==> src/hdl/bra_pkg.sv <==
// Shared types, widths, register indexes and level profiles for the bitrate
// resolution adapter. No dependencies; compile first.

package bra_pkg;

    // Field widths
    localparam int LEVEL_W    = 3;
    localparam int RATE_W     = 20;
    localparam int NOW_W      = 40;
    localparam int CD_W       = 20;
    localparam int CNT_W      = 4;
    localparam int ALPHA_W    = 16;
    localparam int WIDTH_W    = 11;
    localparam int HEIGHT_W   = 11;
    localparam int FPS_W      = 5;
    localparam int PCT_W      = 7;
    localparam int KBPS_W     = 12;
    localparam int CFG_IDX_W  = 3;
    localparam int CFG_DATA_W = 20;

    // Parameter defaults
    localparam int RATE_FRAC_BITS_DEF = 8;
    localparam int TIME_BITS_DEF      = 40;

    // Configuration register indexes
    localparam logic [CFG_IDX_W-1:0] CFG_DOWN_COOLDOWN = 3'd0;
    localparam logic [CFG_IDX_W-1:0] CFG_UP_COOLDOWN   = 3'd1;
    localparam logic [CFG_IDX_W-1:0] CFG_UP_CONFIRM    = 3'd2;
    localparam logic [CFG_IDX_W-1:0] CFG_ALPHA_FALL    = 3'd3;
    localparam logic [CFG_IDX_W-1:0] CFG_ALPHA_RISE    = 3'd4;

    // Configuration reset values
    localparam logic [CD_W-1:0]    DOWN_COOLDOWN_RST = 20'd3000;
    localparam logic [CD_W-1:0]    UP_COOLDOWN_RST   = 20'd5000;
    localparam logic [CNT_W-1:0]   UP_CONFIRM_RST    = 4'd3;
    localparam logic [ALPHA_W-1:0] ALPHA_FALL_RST    = 16'd42598;
    localparam logic [ALPHA_W-1:0] ALPHA_RISE_RST    = 16'd26214;

    // Request kinds
    localparam logic REQ_UPDATE = 1'b0;
    localparam logic REQ_FORCE  = 1'b1;

    // Video levels
    localparam logic [LEVEL_W-1:0] LVL_OFF   = 3'd0;
    localparam logic [LEVEL_W-1:0] LVL_360P  = 3'd1;
    localparam logic [LEVEL_W-1:0] LVL_480P  = 3'd2;
    localparam logic [LEVEL_W-1:0] LVL_720P  = 3'd3;
    localparam logic [LEVEL_W-1:0] LVL_1080P = 3'd4;

    localparam logic [CNT_W-1:0]  CNT_MAX       = 4'd15;
    localparam logic [KBPS_W-1:0] RESET_AVG_KBPS = 12'd1000;

    typedef struct packed {
        logic [WIDTH_W-1:0]  frame_width;
        logic [HEIGHT_W-1:0] frame_height;
        logic [FPS_W-1:0]    frame_rate;
        logic [PCT_W-1:0]    scale_percent;
    } t_profile;

    function automatic t_profile profile_of(input logic [LEVEL_W-1:0] lvl);
        t_profile p;
        unique case (lvl)
            LVL_OFF:   p = '{11'd0,    11'd0,    5'd0,  7'd0};
            LVL_360P:  p = '{11'd640,  11'd360,  5'd20, 7'd33};
            LVL_480P:  p = '{11'd848,  11'd480,  5'd24, 7'd44};
            LVL_720P:  p = '{11'd1280, 11'd720,  5'd30, 7'd67};
            default:   p = '{11'd1920, 11'd1080, 5'd30, 7'd100};
        endcase
        return p;
    endfunction

    // Average seeded by a forced level, in whole kbps
    function automatic logic [KBPS_W-1:0] seed_kbps(input logic [LEVEL_W-1:0] lvl);
        logic [KBPS_W-1:0] k;
        unique case (lvl)
            LVL_1080P: k = 12'd3500;
            LVL_720P:  k = 12'd2000;
            LVL_480P:  k = 12'd1000;
            default:   k = 12'd450;
        endcase
        return k;
    endfunction

endpackage

==> src/hdl/bra_req_if.sv <==
// Request channel of the bitrate resolution adapter: valid/ready plus payload.
// Depends on bra_pkg.

interface bra_req_if import bra_pkg::*; ();
    logic               valid;
    logic               ready;
    logic               req_type;
    logic [RATE_W-1:0]  bitrate_kbps;
    logic [NOW_W-1:0]   now_ms;
    logic [LEVEL_W-1:0] forced_level;

    modport source (output valid, output req_type, output bitrate_kbps,
                    output now_ms, output forced_level, input ready);
    modport sink   (input valid, input req_type, input bitrate_kbps,
                    input now_ms, input forced_level, output ready);
endinterface

==> src/hdl/bra_res_if.sv <==
// Result channel of the bitrate resolution adapter: level and its profile.
// Depends on bra_pkg.

interface bra_res_if import bra_pkg::*; ();
    logic                valid;
    logic                ready;
    logic [LEVEL_W-1:0]  level;
    logic [WIDTH_W-1:0]  frame_width;
    logic [HEIGHT_W-1:0] frame_height;
    logic [FPS_W-1:0]    frame_rate;
    logic [PCT_W-1:0]    scale_percent;

    modport source (output valid, output level, output frame_width,
                    output frame_height, output frame_rate,
                    output scale_percent, input ready);
    modport sink   (input valid, input level, input frame_width,
                     input frame_height, input frame_rate,
                     input scale_percent, output ready);
endinterface

==> src/hdl/bra_target.sv <==
// Hysteresis target selection: maps the smoothed rate and current level to a
// target level. Depends on bra_pkg.

module bra_target import bra_pkg::*; #(
    parameter int RATE_FRAC_BITS = RATE_FRAC_BITS_DEF
) (
    input  logic [RATE_W+RATE_FRAC_BITS-1:0] i_avg,
    input  logic [LEVEL_W-1:0]               i_cur_level,
    output logic [LEVEL_W-1:0]               o_target
);

    localparam int AvgW = RATE_W + RATE_FRAC_BITS;

    localparam logic [AvgW-1:0] T650  = AvgW'(650)  << RATE_FRAC_BITS;
    localparam logic [AvgW-1:0] T750  = AvgW'(750)  << RATE_FRAC_BITS;
    localparam logic [AvgW-1:0] T800  = AvgW'(800)  << RATE_FRAC_BITS;
    localparam logic [AvgW-1:0] T850  = AvgW'(850)  << RATE_FRAC_BITS;
    localparam logic [AvgW-1:0] T1200 = AvgW'(1200) << RATE_FRAC_BITS;
    localparam logic [AvgW-1:0] T1400 = AvgW'(1400) << RATE_FRAC_BITS;
    localparam logic [AvgW-1:0] T1500 = AvgW'(1500) << RATE_FRAC_BITS;
    localparam logic [AvgW-1:0] T2100 = AvgW'(2100) << RATE_FRAC_BITS;
    localparam logic [AvgW-1:0] T2500 = AvgW'(2500) << RATE_FRAC_BITS;
    localparam logic [AvgW-1:0] T2600 = AvgW'(2600) << RATE_FRAC_BITS;

    always_comb begin
        unique case (i_cur_level)
            LVL_OFF: begin
                priority if (i_avg >= T2500) o_target = LVL_1080P;
                else if (i_avg >= T1400)     o_target = LVL_720P;
                else if (i_avg >= T800)      o_target = LVL_480P;
                else                         o_target = LVL_360P;
            end
            LVL_1080P: begin
                priority if (i_avg < T750) o_target = LVL_360P;
                else if (i_avg < T1200)    o_target = LVL_480P;
                else if (i_avg < T2100)    o_target = LVL_720P;
                else                       o_target = LVL_1080P;
            end
            LVL_720P: begin
                priority if (i_avg >= T2600) o_target = LVL_1080P;
                else if (i_avg < T750)       o_target = LVL_360P;
                else if (i_avg < T1200)      o_target = LVL_480P;
                else                         o_target = LVL_720P;
            end
            LVL_480P: begin
                priority if (i_avg >= T2600) o_target = LVL_1080P;
                else if (i_avg >= T1500)     o_target = LVL_720P;
                else if (i_avg < T650)       o_target = LVL_360P;
                else                         o_target = LVL_480P;
            end
            default: begin
                priority if (i_avg >= T2600) o_target = LVL_1080P;
                else if (i_avg >= T1500)     o_target = LVL_720P;
                else if (i_avg >= T850)      o_target = LVL_480P;
                else                         o_target = LVL_360P;
            end
        endcase
    end

endmodule

==> src/hdl/bitrate_resolution_adapter.sv <==
// Channel   Dir  Handshake      Payload
// i_req     in   valid/ready    req_type, bitrate_kbps, now_ms, forced_level
// o_res     out  valid/ready    level, frame_width, frame_height, frame_rate,
//                               scale_percent
// cfg       in   write enable   i_cfg_idx, i_cfg_data
//
// Each item passes a multiply stage, forming the averaging product a*(x-s) and
// the cooldown compares, and a commit stage, which rounds the average, picks
// the target and commits the level. The average feeds back into the next
// product, so an item enters the multiply stage only after the previous one
// has committed. A request is held in an input register, so a transfer is
// taken while the multiply stage works; a result waits in the output register
// without blocking the next item's multiply. Synchronous active-low reset; no
// clearing pass. Depends on bra_pkg, bra_req_if, bra_res_if and bra_target.

module bitrate_resolution_adapter import bra_pkg::*; #(
    parameter int RATE_FRAC_BITS = RATE_FRAC_BITS_DEF,
    parameter int TIME_BITS      = TIME_BITS_DEF
) (
    input  logic                  i_clk,
    input  logic                  i_rst_n,
    input  logic                  i_cfg_we,
    input  logic [CFG_IDX_W-1:0]  i_cfg_idx,
    input  logic [CFG_DATA_W-1:0] i_cfg_data,
    bra_req_if.sink               i_req,
    bra_res_if.source             o_res
);

    localparam int AvgW  = RATE_W + RATE_FRAC_BITS;
    localparam int DiffW = AvgW + 1;
    localparam int ProdW = DiffW + ALPHA_W + 1;
    localparam int SumW  = ProdW + 1;
    localparam int NowW  = (TIME_BITS < NOW_W) ? TIME_BITS : NOW_W;
    localparam logic [ALPHA_W:0] ALPHA_ONE_HALF = (ALPHA_W+1)'(1) << (ALPHA_W - 1);
    localparam logic [AvgW-1:0]  AVG_RST = AvgW'(RESET_AVG_KBPS) << RATE_FRAC_BITS;

    // Configuration
    logic [CD_W-1:0]    r_dn_cd, r_up_cd;
    logic [CNT_W-1:0]   r_confirm;
    logic [ALPHA_W-1:0] r_a_fall, r_a_rise;

    // Controller state
    logic [LEVEL_W-1:0]   r_level;
    logic [AvgW-1:0]      r_avg;
    logic [TIME_BITS-1:0] r_last;
    logic [CNT_W-1:0]     r_cnt;

    // Input register
    logic                 r_in_valid;
    logic                 r_in_type;
    logic [RATE_W-1:0]    r_in_rate;
    logic [TIME_BITS-1:0] r_in_now;
    logic [LEVEL_W-1:0]   r_in_forced;

    // Multiply stage
    logic                     r_m_valid;
    logic                     r_m_type;
    logic [RATE_W-1:0]        r_m_rate;
    logic [TIME_BITS-1:0]     r_m_now;
    logic [LEVEL_W-1:0]       r_m_forced;
    logic signed [ProdW-1:0]  r_m_prod;
    logic                     r_m_seed;
    logic                     r_m_down_ok;
    logic                     r_m_up_ok;

    // Output register
    logic     r_out_valid;
    logic [LEVEL_W-1:0] r_out_level;
    t_profile r_out_prof;

    logic in_fire, mul_load, commit;

    assign in_fire  = i_req.valid && i_req.ready;
    assign mul_load = r_in_valid && !r_m_valid;
    assign commit   = r_m_valid && (!r_out_valid || o_res.ready);
    assign i_req.ready = !r_in_valid || mul_load;

    // ---------------- configuration ----------------
    always_ff @(posedge i_clk) begin
        if (!i_rst_n) begin
            r_dn_cd   <= DOWN_COOLDOWN_RST;
            r_up_cd   <= UP_COOLDOWN_RST;
            r_confirm <= UP_CONFIRM_RST;
            r_a_fall  <= ALPHA_FALL_RST;
            r_a_rise  <= ALPHA_RISE_RST;
        end else if (i_cfg_we) begin
            unique case (i_cfg_idx)
                CFG_DOWN_COOLDOWN: r_dn_cd   <= i_cfg_data[CD_W-1:0];
                CFG_UP_COOLDOWN:   r_up_cd   <= i_cfg_data[CD_W-1:0];
                CFG_UP_CONFIRM:    r_confirm <= i_cfg_data[CNT_W-1:0];
                CFG_ALPHA_FALL:    r_a_fall  <= i_cfg_data[ALPHA_W-1:0];
                CFG_ALPHA_RISE:    r_a_rise  <= i_cfg_data[ALPHA_W-1:0];
                default: ;
            endcase
        end
    end

    // ---------------- input register ----------------
    always_ff @(posedge i_clk) begin
        if (!i_rst_n) begin
            r_in_valid <= 1'b0;
        end else if (in_fire) begin
            r_in_valid <= 1'b1;
        end else if (mul_load) begin
            r_in_valid <= 1'b0;
        end
    end

    always_ff @(posedge i_clk) begin
        if (in_fire) begin
            r_in_type   <= i_req.req_type;
            r_in_rate   <= i_req.bitrate_kbps;
            r_in_now    <= TIME_BITS'(i_req.now_ms[NowW-1:0]);
            r_in_forced <= i_req.forced_level;
        end
    end

    // ---------------- multiply stage ----------------
    logic [AvgW-1:0]         x_in;
    logic signed [DiffW-1:0] diff;
    logic [ALPHA_W-1:0]      alpha;
    logic signed [ProdW-1:0] prod;
    logic [TIME_BITS-1:0]    elapsed;
    logic                    time_fwd;

    always_comb begin
        x_in     = AvgW'(r_in_rate) << RATE_FRAC_BITS;
        diff     = $signed({1'b0, x_in}) - $signed({1'b0, r_avg});
        alpha    = (x_in < r_avg) ? r_a_fall : r_a_rise;
        prod     = diff * $signed({1'b0, alpha});
        elapsed  = r_in_now - r_last;
        time_fwd = r_in_now >= r_last;
    end

    always_ff @(posedge i_clk) begin
        if (!i_rst_n) begin
            r_m_valid <= 1'b0;
        end else if (mul_load) begin
            r_m_valid <= 1'b1;
        end else if (commit) begin
            r_m_valid <= 1'b0;
        end
    end

    always_ff @(posedge i_clk) begin
        if (mul_load) begin
            r_m_type    <= r_in_type;
            r_m_rate    <= r_in_rate;
            r_m_now     <= r_in_now;
            r_m_forced  <= r_in_forced;
            r_m_prod    <= prod;
            r_m_seed    <= (r_avg == '0) || (r_last == '0);
            r_m_down_ok <= time_fwd && (elapsed >= TIME_BITS'(r_dn_cd));
            r_m_up_ok   <= time_fwd && (elapsed >= TIME_BITS'(r_up_cd));
        end
    end

    // ---------------- commit stage ----------------
    logic [AvgW-1:0]        x_m;
    logic signed [SumW-1:0] sum;
    logic [AvgW-1:0]        avg_upd;
    logic [LEVEL_W-1:0]     target;
    logic [LEVEL_W-1:0]     forced_sat;
    logic [CNT_W-1:0]       cnt_inc;
    logic                   never_switched;

    logic [LEVEL_W-1:0]   n_level;
    logic [AvgW-1:0]      n_avg;
    logic [TIME_BITS-1:0] n_last;
    logic [CNT_W-1:0]     n_cnt;

    always_comb begin
        x_m = AvgW'(r_m_rate) << RATE_FRAC_BITS;
        // s + a*(x-s), rounded half up in Q0.16
        sum = $signed({{(SumW-AvgW-ALPHA_W){1'b0}}, r_avg, {ALPHA_W{1'b0}}})
            + SumW'(r_m_prod)
            + $signed(SumW'(ALPHA_ONE_HALF));
        avg_upd = r_m_seed ? x_m : sum[AvgW+ALPHA_W-1:ALPHA_W];
    end

    bra_target #(
        .RATE_FRAC_BITS (RATE_FRAC_BITS)
    ) u_target (
        .i_avg       (avg_upd),
        .i_cur_level (r_level),
        .o_target    (target)
    );

    always_comb begin
        forced_sat     = (r_m_forced > LVL_1080P) ? LVL_1080P : r_m_forced;
        cnt_inc        = (r_cnt == CNT_MAX) ? r_cnt : r_cnt + CNT_W'(1);
        never_switched = (r_last == '0);
        n_level = r_level;
        n_avg   = r_avg;
        n_last  = r_last;
        n_cnt   = r_cnt;
        priority if (r_m_type == REQ_FORCE) begin
            n_level = forced_sat;
            n_avg   = AvgW'(seed_kbps(forced_sat)) << RATE_FRAC_BITS;
            n_last  = r_m_now;
            n_cnt   = '0;
        end else if (r_m_rate == '0) begin
            // stream off
            n_level = LVL_OFF;
            n_avg   = '0;
            n_last  = '0;
            n_cnt   = '0;
        end else begin
            n_avg = avg_upd;
            priority if (target < r_level) begin
                if (never_switched || r_m_down_ok) begin
                    n_level = r_level - LEVEL_W'(1);
                    n_last  = r_m_now;
                    n_cnt   = '0;
                end
            end else if (target > r_level) begin
                if (never_switched || r_level == LVL_OFF) begin
                    n_level = target;
                    n_last  = r_m_now;
                    n_cnt   = '0;
                end else if (cnt_inc >= r_confirm && r_m_up_ok) begin
                    n_level = target;
                    n_last  = r_m_now;
                    n_cnt   = '0;
                end else begin
                    n_cnt = cnt_inc;
                end
            end else begin
                n_cnt = '0;
            end
        end
    end

    always_ff @(posedge i_clk) begin
        if (!i_rst_n) begin
            r_level <= LVL_360P;
            r_avg   <= AVG_RST;
            r_last  <= '0;
            r_cnt   <= '0;
        end else if (commit) begin
            r_level <= n_level;
            r_avg   <= n_avg;
            r_last  <= n_last;
            r_cnt   <= n_cnt;
        end
    end

    // ---------------- output register ----------------
    always_ff @(posedge i_clk) begin
        if (!i_rst_n) begin
            r_out_valid <= 1'b0;
        end else if (commit) begin
            r_out_valid <= 1'b1;
        end else if (o_res.ready) begin
            r_out_valid <= 1'b0;
        end
    end

    always_ff @(posedge i_clk) begin
        if (commit) begin
            r_out_level <= n_level;
            r_out_prof  <= profile_of(n_level);
        end
    end

    assign o_res.valid         = r_out_valid;
    assign o_res.level         = r_out_level;
    assign o_res.frame_width   = r_out_prof.frame_width;
    assign o_res.frame_height  = r_out_prof.frame_height;
    assign o_res.frame_rate    = r_out_prof.frame_rate;
    assign o_res.scale_percent = r_out_prof.scale_percent;

`ifndef NO_ASSERTIONS
    a_level_range: assert property (@(posedge i_clk) disable iff (!i_rst_n)
        r_level <= LVL_1080P)
        else $error("level register out of range");

    a_commit_shows: assert property (@(posedge i_clk) disable iff (!i_rst_n)
        commit |=> r_out_valid && r_out_level == r_level)
        else $error("committed level not presented");

    a_no_overrun: assert property (@(posedge i_clk) disable iff (!i_rst_n)
        r_out_valid && !o_res.ready |-> !commit)
        else $error("result register overwritten while held");

    a_off_clears: assert property (@(posedge i_clk) disable iff (!i_rst_n)
        commit && r_m_type == REQ_UPDATE && r_m_rate == '0
        |=> r_level == LVL_OFF && r_avg == '0 && r_last == '0)
        else $error("zero rate did not switch off");

    a_one_in_flight: assert property (@(posedge i_clk) disable iff (!i_rst_n)
        mul_load |=> !mul_load)
        else $error("second item entered multiply stage too early");
`endif

endmodule
==> src/flat_wrapper.sv <==
// flat-port wrapper written by rule: the top's interface ports become plain ports
module bitrate_resolution_adapter_flat import bra_pkg::*;
#(
    parameter int RATE_FRAC_BITS = RATE_FRAC_BITS_DEF,
    parameter int TIME_BITS      = TIME_BITS_DEF
)
  (i_clk, i_rst_n, i_cfg_we, i_cfg_idx, i_cfg_data, i_req_valid, i_req_req_type, i_req_bitrate_kbps, i_req_now_ms, i_req_forced_level, i_req_ready, o_res_valid, o_res_level, o_res_frame_width, o_res_frame_height, o_res_frame_rate, o_res_scale_percent, o_res_ready);
  bra_req_if i_req_i ();
  bra_res_if o_res_i ();
  input  logic i_clk;
  input  logic i_rst_n;
  input  logic i_cfg_we;
  input  logic [CFG_IDX_W-1:0] i_cfg_idx;
  input  logic [CFG_DATA_W-1:0] i_cfg_data;
  input wire logic [$bits(i_req_i.valid)-1:0] i_req_valid;
  input wire logic [$bits(i_req_i.req_type)-1:0] i_req_req_type;
  input wire logic [$bits(i_req_i.bitrate_kbps)-1:0] i_req_bitrate_kbps;
  input wire logic [$bits(i_req_i.now_ms)-1:0] i_req_now_ms;
  input wire logic [$bits(i_req_i.forced_level)-1:0] i_req_forced_level;
  output wire logic [$bits(i_req_i.ready)-1:0] i_req_ready;
  output wire logic [$bits(o_res_i.valid)-1:0] o_res_valid;
  output wire logic [$bits(o_res_i.level)-1:0] o_res_level;
  output wire logic [$bits(o_res_i.frame_width)-1:0] o_res_frame_width;
  output wire logic [$bits(o_res_i.frame_height)-1:0] o_res_frame_height;
  output wire logic [$bits(o_res_i.frame_rate)-1:0] o_res_frame_rate;
  output wire logic [$bits(o_res_i.scale_percent)-1:0] o_res_scale_percent;
  input wire logic [$bits(o_res_i.ready)-1:0] o_res_ready;
  assign i_req_i.valid = i_req_valid;
  assign i_req_i.req_type = i_req_req_type;
  assign i_req_i.bitrate_kbps = i_req_bitrate_kbps;
  assign i_req_i.now_ms = i_req_now_ms;
  assign i_req_i.forced_level = i_req_forced_level;
  assign i_req_ready = i_req_i.ready;
  assign o_res_valid = o_res_i.valid;
  assign o_res_level = o_res_i.level;
  assign o_res_frame_width = o_res_i.frame_width;
  assign o_res_frame_height = o_res_i.frame_height;
  assign o_res_frame_rate = o_res_i.frame_rate;
  assign o_res_scale_percent = o_res_i.scale_percent;
  assign o_res_i.ready = o_res_ready;
  bitrate_resolution_adapter #(.RATE_FRAC_BITS(RATE_FRAC_BITS), .TIME_BITS(TIME_BITS)) u_core (.i_clk(i_clk), .i_rst_n(i_rst_n), .i_cfg_we(i_cfg_we), .i_cfg_idx(i_cfg_idx), .i_cfg_data(i_cfg_data), .i_req(i_req_i), .o_res(o_res_i));
endmodule
==> config.mk <==
export PLATFORM = sky130hd
export DESIGN_NAME = bitrate_resolution_adapter_flat
export DESIGN_NICKNAME = d
export VERILOG_FILES = /design/src/hdl/bra_pkg.sv /design/src/hdl/bra_req_if.sv /design/src/hdl/bra_res_if.sv /design/src/hdl/bra_target.sv /design/src/hdl/bitrate_resolution_adapter.sv /design/src/flat_wrapper.sv
export SDC_FILE = /design/constraint.sdc
export NUM_CORES = 2
export LEC_CHECK = 0
export BUFFER_PORTS_ARGS = -buffer_cell sky130_fd_sc_hd__buf_2
export CAP_MARGIN = 20
export CELL_PAD_IN_SITES_DETAIL_PLACEMENT = 1
export CELL_PAD_IN_SITES_GLOBAL_PLACEMENT = 1
export CORE_AREA = 2 2 322 451
export CTS_CLUSTER_SIZE = 12
export DETAILED_ROUTE_END_ITERATION = 12
export DIE_AREA = 0 0 324 453
export PLACE_DENSITY = 0.48
export SLEW_MARGIN = 20
export SYNTH_ARGS = -nofsm -noshare
export SYNTH_HDL_FRONTEND = slang
export SYNTH_HIERARCHICAL = 1
export SYNTH_SLANG_ARGS = --single-unit
export TNS_END_PERCENT = 10
==> constraint.sdc <==
create_clock -name i_clk -period 8.8 [get_ports i_clk]
set_input_delay 0.44 -clock i_clk [delete_from_list [all_inputs] [get_ports i_clk]]
set_output_delay 0.44 -clock i_clk [all_outputs]
set_load 0.03 [all_outputs]
==> flow_metrics.py <==
metrics = {
    "outcome": {
        "outcome": "completed",
    },
    "routing": {
        "dr_total_vias": 27000,
        "wire_per_inst_um": 20.3,
        "drt-total-wl_mm": 123,
        "top_layer_used": "met5",
        "drc": 0,
        "drt_iter0_markers": 873,
        "ant_nets": 0,
        "drt-met1-wl_mm": 44.8,
        "viasPerCell": 4.46,
        "dr.pass1.iters": 5,
        "wl_met2_mm": 71.9,
        "wl_met3_mm": 1.91,
    },
    "cells_and_area": {
        "layout_commonest_cell": "inv_1",
        "nNetsFinal": 4884,
        "final_cells": 6056,
        "area_growth_pct": 22.9,
        "num_antenna_cells": 0,
        "regArea_um2": 8400,
        "final_util": 0.293,
        "multi_input_area_um2": 23300,
        "final_cell_mix": "625 x inv_1, 551 x nand2_1, 398 x fa_1, 293 x buf_4, 256 x nor2_1",
        "layout-drive-gt1-share": 0.174,
        "fill_cells": 16600,
    },
    "logic_synthesis": {
        "syn_area_um2": 34000,
        "yosysSeqAreaShare": 0.247,
        "ys_dominant_reg_cell": "edfxtp_1",
        "yosysUniqueCellTypes": 90,
        "synth_edf_count": 177,
        "async_reset_ff_frac": 0,
        "avgSynthCellArea_um2": 9.13,
        "synthTopCellsByArea": "fa_1 26%, edfxtp_1 16%, dfxtp_1 9.1%",
        "ys_seq_elements": 331,
        "netlist_instances": 3728,
        "synth_top_cell_area_share": 0.256,
        "synth_top_area_cell": "fa_1",
        "ys_warn_count": 6,
    },
    "place": {
        "dpl_worst_slack_ns": -0.878,
        "post-place-cells": 5906,
        "hpwl_mm": 102,
        "portBuffers": 120,
        "gp_congestion": 0.843,
    },
    "worst_hold_path": {
        "hold_class": "in -> reg",
    },
    "clock_tree": {
        "clock_latency_ns": 0.60,
        "cts_tree": "built",
        "cts_root_buf": "clkbuf_16",
        "clkSinkCount": 331,
        "clock_path_buffers": 3,
        "path_clk_slew_ns": 0.06,
        "htreeDepth": 2,
        "cts_made_buffers": 40,
    },
    "global_route": {
        "grtUsageTotal": 0.171,
        "grt_max_degree": 95,
        "grt_overflow_total": 0,
        "antenna_found_initial": 4,
        "grt_pass1_vias": 30400,
        "grt_pass1_wl_mm": 188,
    },
    "timing": {
        "fmax_mhz": 117,
        "setup_viol": 0,
        "finalHoldViolCount": 0,
        "relSlewSlack": 0.239,
        "holdWs_ns": 0.0461,
        "finClkSkew_ns": 0.0386,
        "rsz0062_at_grt": "true",
        "drv_slew": 0,
        "setup_slack_ns": 0.235,
        "tightest_slew_ns": 1.13,
        "period_needed_ns": 8.56,
        "fin_crit_sh": 0.973,
    },
    "critical_path": {
        "crit_path_end": "u_core/r_m_prod[43]",
        "slowest_delay_ns": 0.54,
        "r2r_setup_slack_ns": 0.24,
        "worstSetupStartpoint": "u_core/r_in_rate[0]",
        "reg2reg_depth": 36,
        "worstSetupPathType": "reg -> reg",
        "start_kind": "register",
        "crit_top_cell": "fa_1",
        "worst_ep_arrival_time_ns": 8.87,
        "cp_data_required_time_ns": 9.11,
        "critPathSlowestCell": "fa_1",
        "reg2reg_from": "u_core/r_in_rate[0]",
        "rr_endpoint": "u_core/r_m_prod[43]",
        "critPathMaxFanout": 6,
        "endpoint_kind": "register",
    },
    "die": {
        "die_x_um": 324,
        "start_util": 0.239,
        "die_h_um": 453,
        "coreArea_um2": 143000,
        "die_area_um2": 147000,
        "std_cell_rows": 164,
        "pin_count": 131,
    },
    "run": {
        "maxCapViolCount": 0,
    },
}
==> logic make-up (layout without fill, tap and decap cells) <==
kind of cell             count (synthesis)  in the layout  share of synthesized area
AND/OR/NAND/NOR                       1147           1147                      0.149
buffers and inverters                  812           1221                     0.0957
adder cells (fa/ha/maj)                677            677                      0.345
AO/OA/AOI/OAI                          584            584                      0.116
flip-flops                             331            331                      0.247
XOR/XNOR                               143            143                     0.0368
multiplexers                            33             34                     0.0110
other                                    1             10                   0.000110
==> through the flow <==
stage,instance area [µm²],setup TNS [ns]
floorplan,34100,0
global placement,38800,-7.72
detailed placement,38800,-7.93
CTS,40900,-0.0189
global route,41800,-0.421
finish,41800,0
==> synthesized netlist by cell type (all sizes together), types with 21 or more instances <==
cell type    n
o21ai      107
nor2       265
ha         242
nand2      562
nand4       25
and2        27
xnor2       90
xor2        53
nor4        34
dfxtp      154
a211oi      21
a21oi      128
o211ai      25
nand2b      22
edfxtp     177
a21boi      93
a21o        68
nand3       96
fa         435
inv        649
buf         59
nor2b       27
clkbuf     103
==> worst max-delay path: cells and delay by family, from the launching register on <==
family          cells  cell delay (ns)
flops               1             0.43
simple gates        5             0.57
fa+ha+maj           8             3.59
mux                 1             0.35
compound gates     11             2.32
buf+inv            10             0.91
xor+xnor            1             0.13
==> flip-flops by register name (all words and copies together), names as in the netlist, 6 cells and up <==
name	cells
u_core/r_in_now	40
u_core/r_a_fall	16
u_core/r_avg	28
u_core/r_last	40
u_core/r_m_rate	20
u_core/r_up_cd	20
u_core/r_a_rise	16
u_core/r_in_rate	20
u_core/r_m_prod	29
u_core/r_dn_cd	20
u_core/o_res.frame_height	6
u_core/r_m_now	40
==> layout make-up <==
class / count / area share
repair buffers: 497 / 0.0934
clock inverters: 24 / 0.00736
well taps: 1909 / 0.0571
inverters: 650 / 0.0583
multi-input cells: 2595 / 0.558
flip-flops and latches: 331 / 0.201
clock buffers: 50 / 0.0253
==> worst min path at each step <==
stage               cells past startpoint                   from                    end  slack (ns)
floorplan                               0  u_core/r_in_forced[0]   u_core/r_m_forced[0]        0.40
global placement                        0  u_core/r_in_forced[1]   u_core/r_m_forced[1]        0.41
detailed placement                      0  u_core/r_in_forced[1]   u_core/r_m_forced[1]        0.41
CTS                                     1  i_req_forced_level[1]  u_core/r_in_forced[1]      0.0004
global route                            1  i_req_forced_level[0]  u_core/r_in_forced[0]        0.01
finish                                  1  i_req_forced_level[1]  u_core/r_in_forced[1]        0.05
==> routing by layer <==
metal	global-route usage	up-vias
met5	0	-
met3	0.0124	148
met2	0.355	296
met1	0.177	13800
met4	0.0475	6
li1	-	12800
==> repair_timing <==
action / 4_1_cts / 5_1_grt
hold buffers: 39 / 0
setup buffers: 10 / 28
pin swaps: 51 / 180
gates cloned: 1 / 0
endpoints found under the setup margin: 18 / 17
gates resized for setup: 62 / 158
hold endpoints to repair: 39 / 0
Power is not shown: default switching activity piles up to over one toggle a cycle in this logic, so the estimate is an artifact.
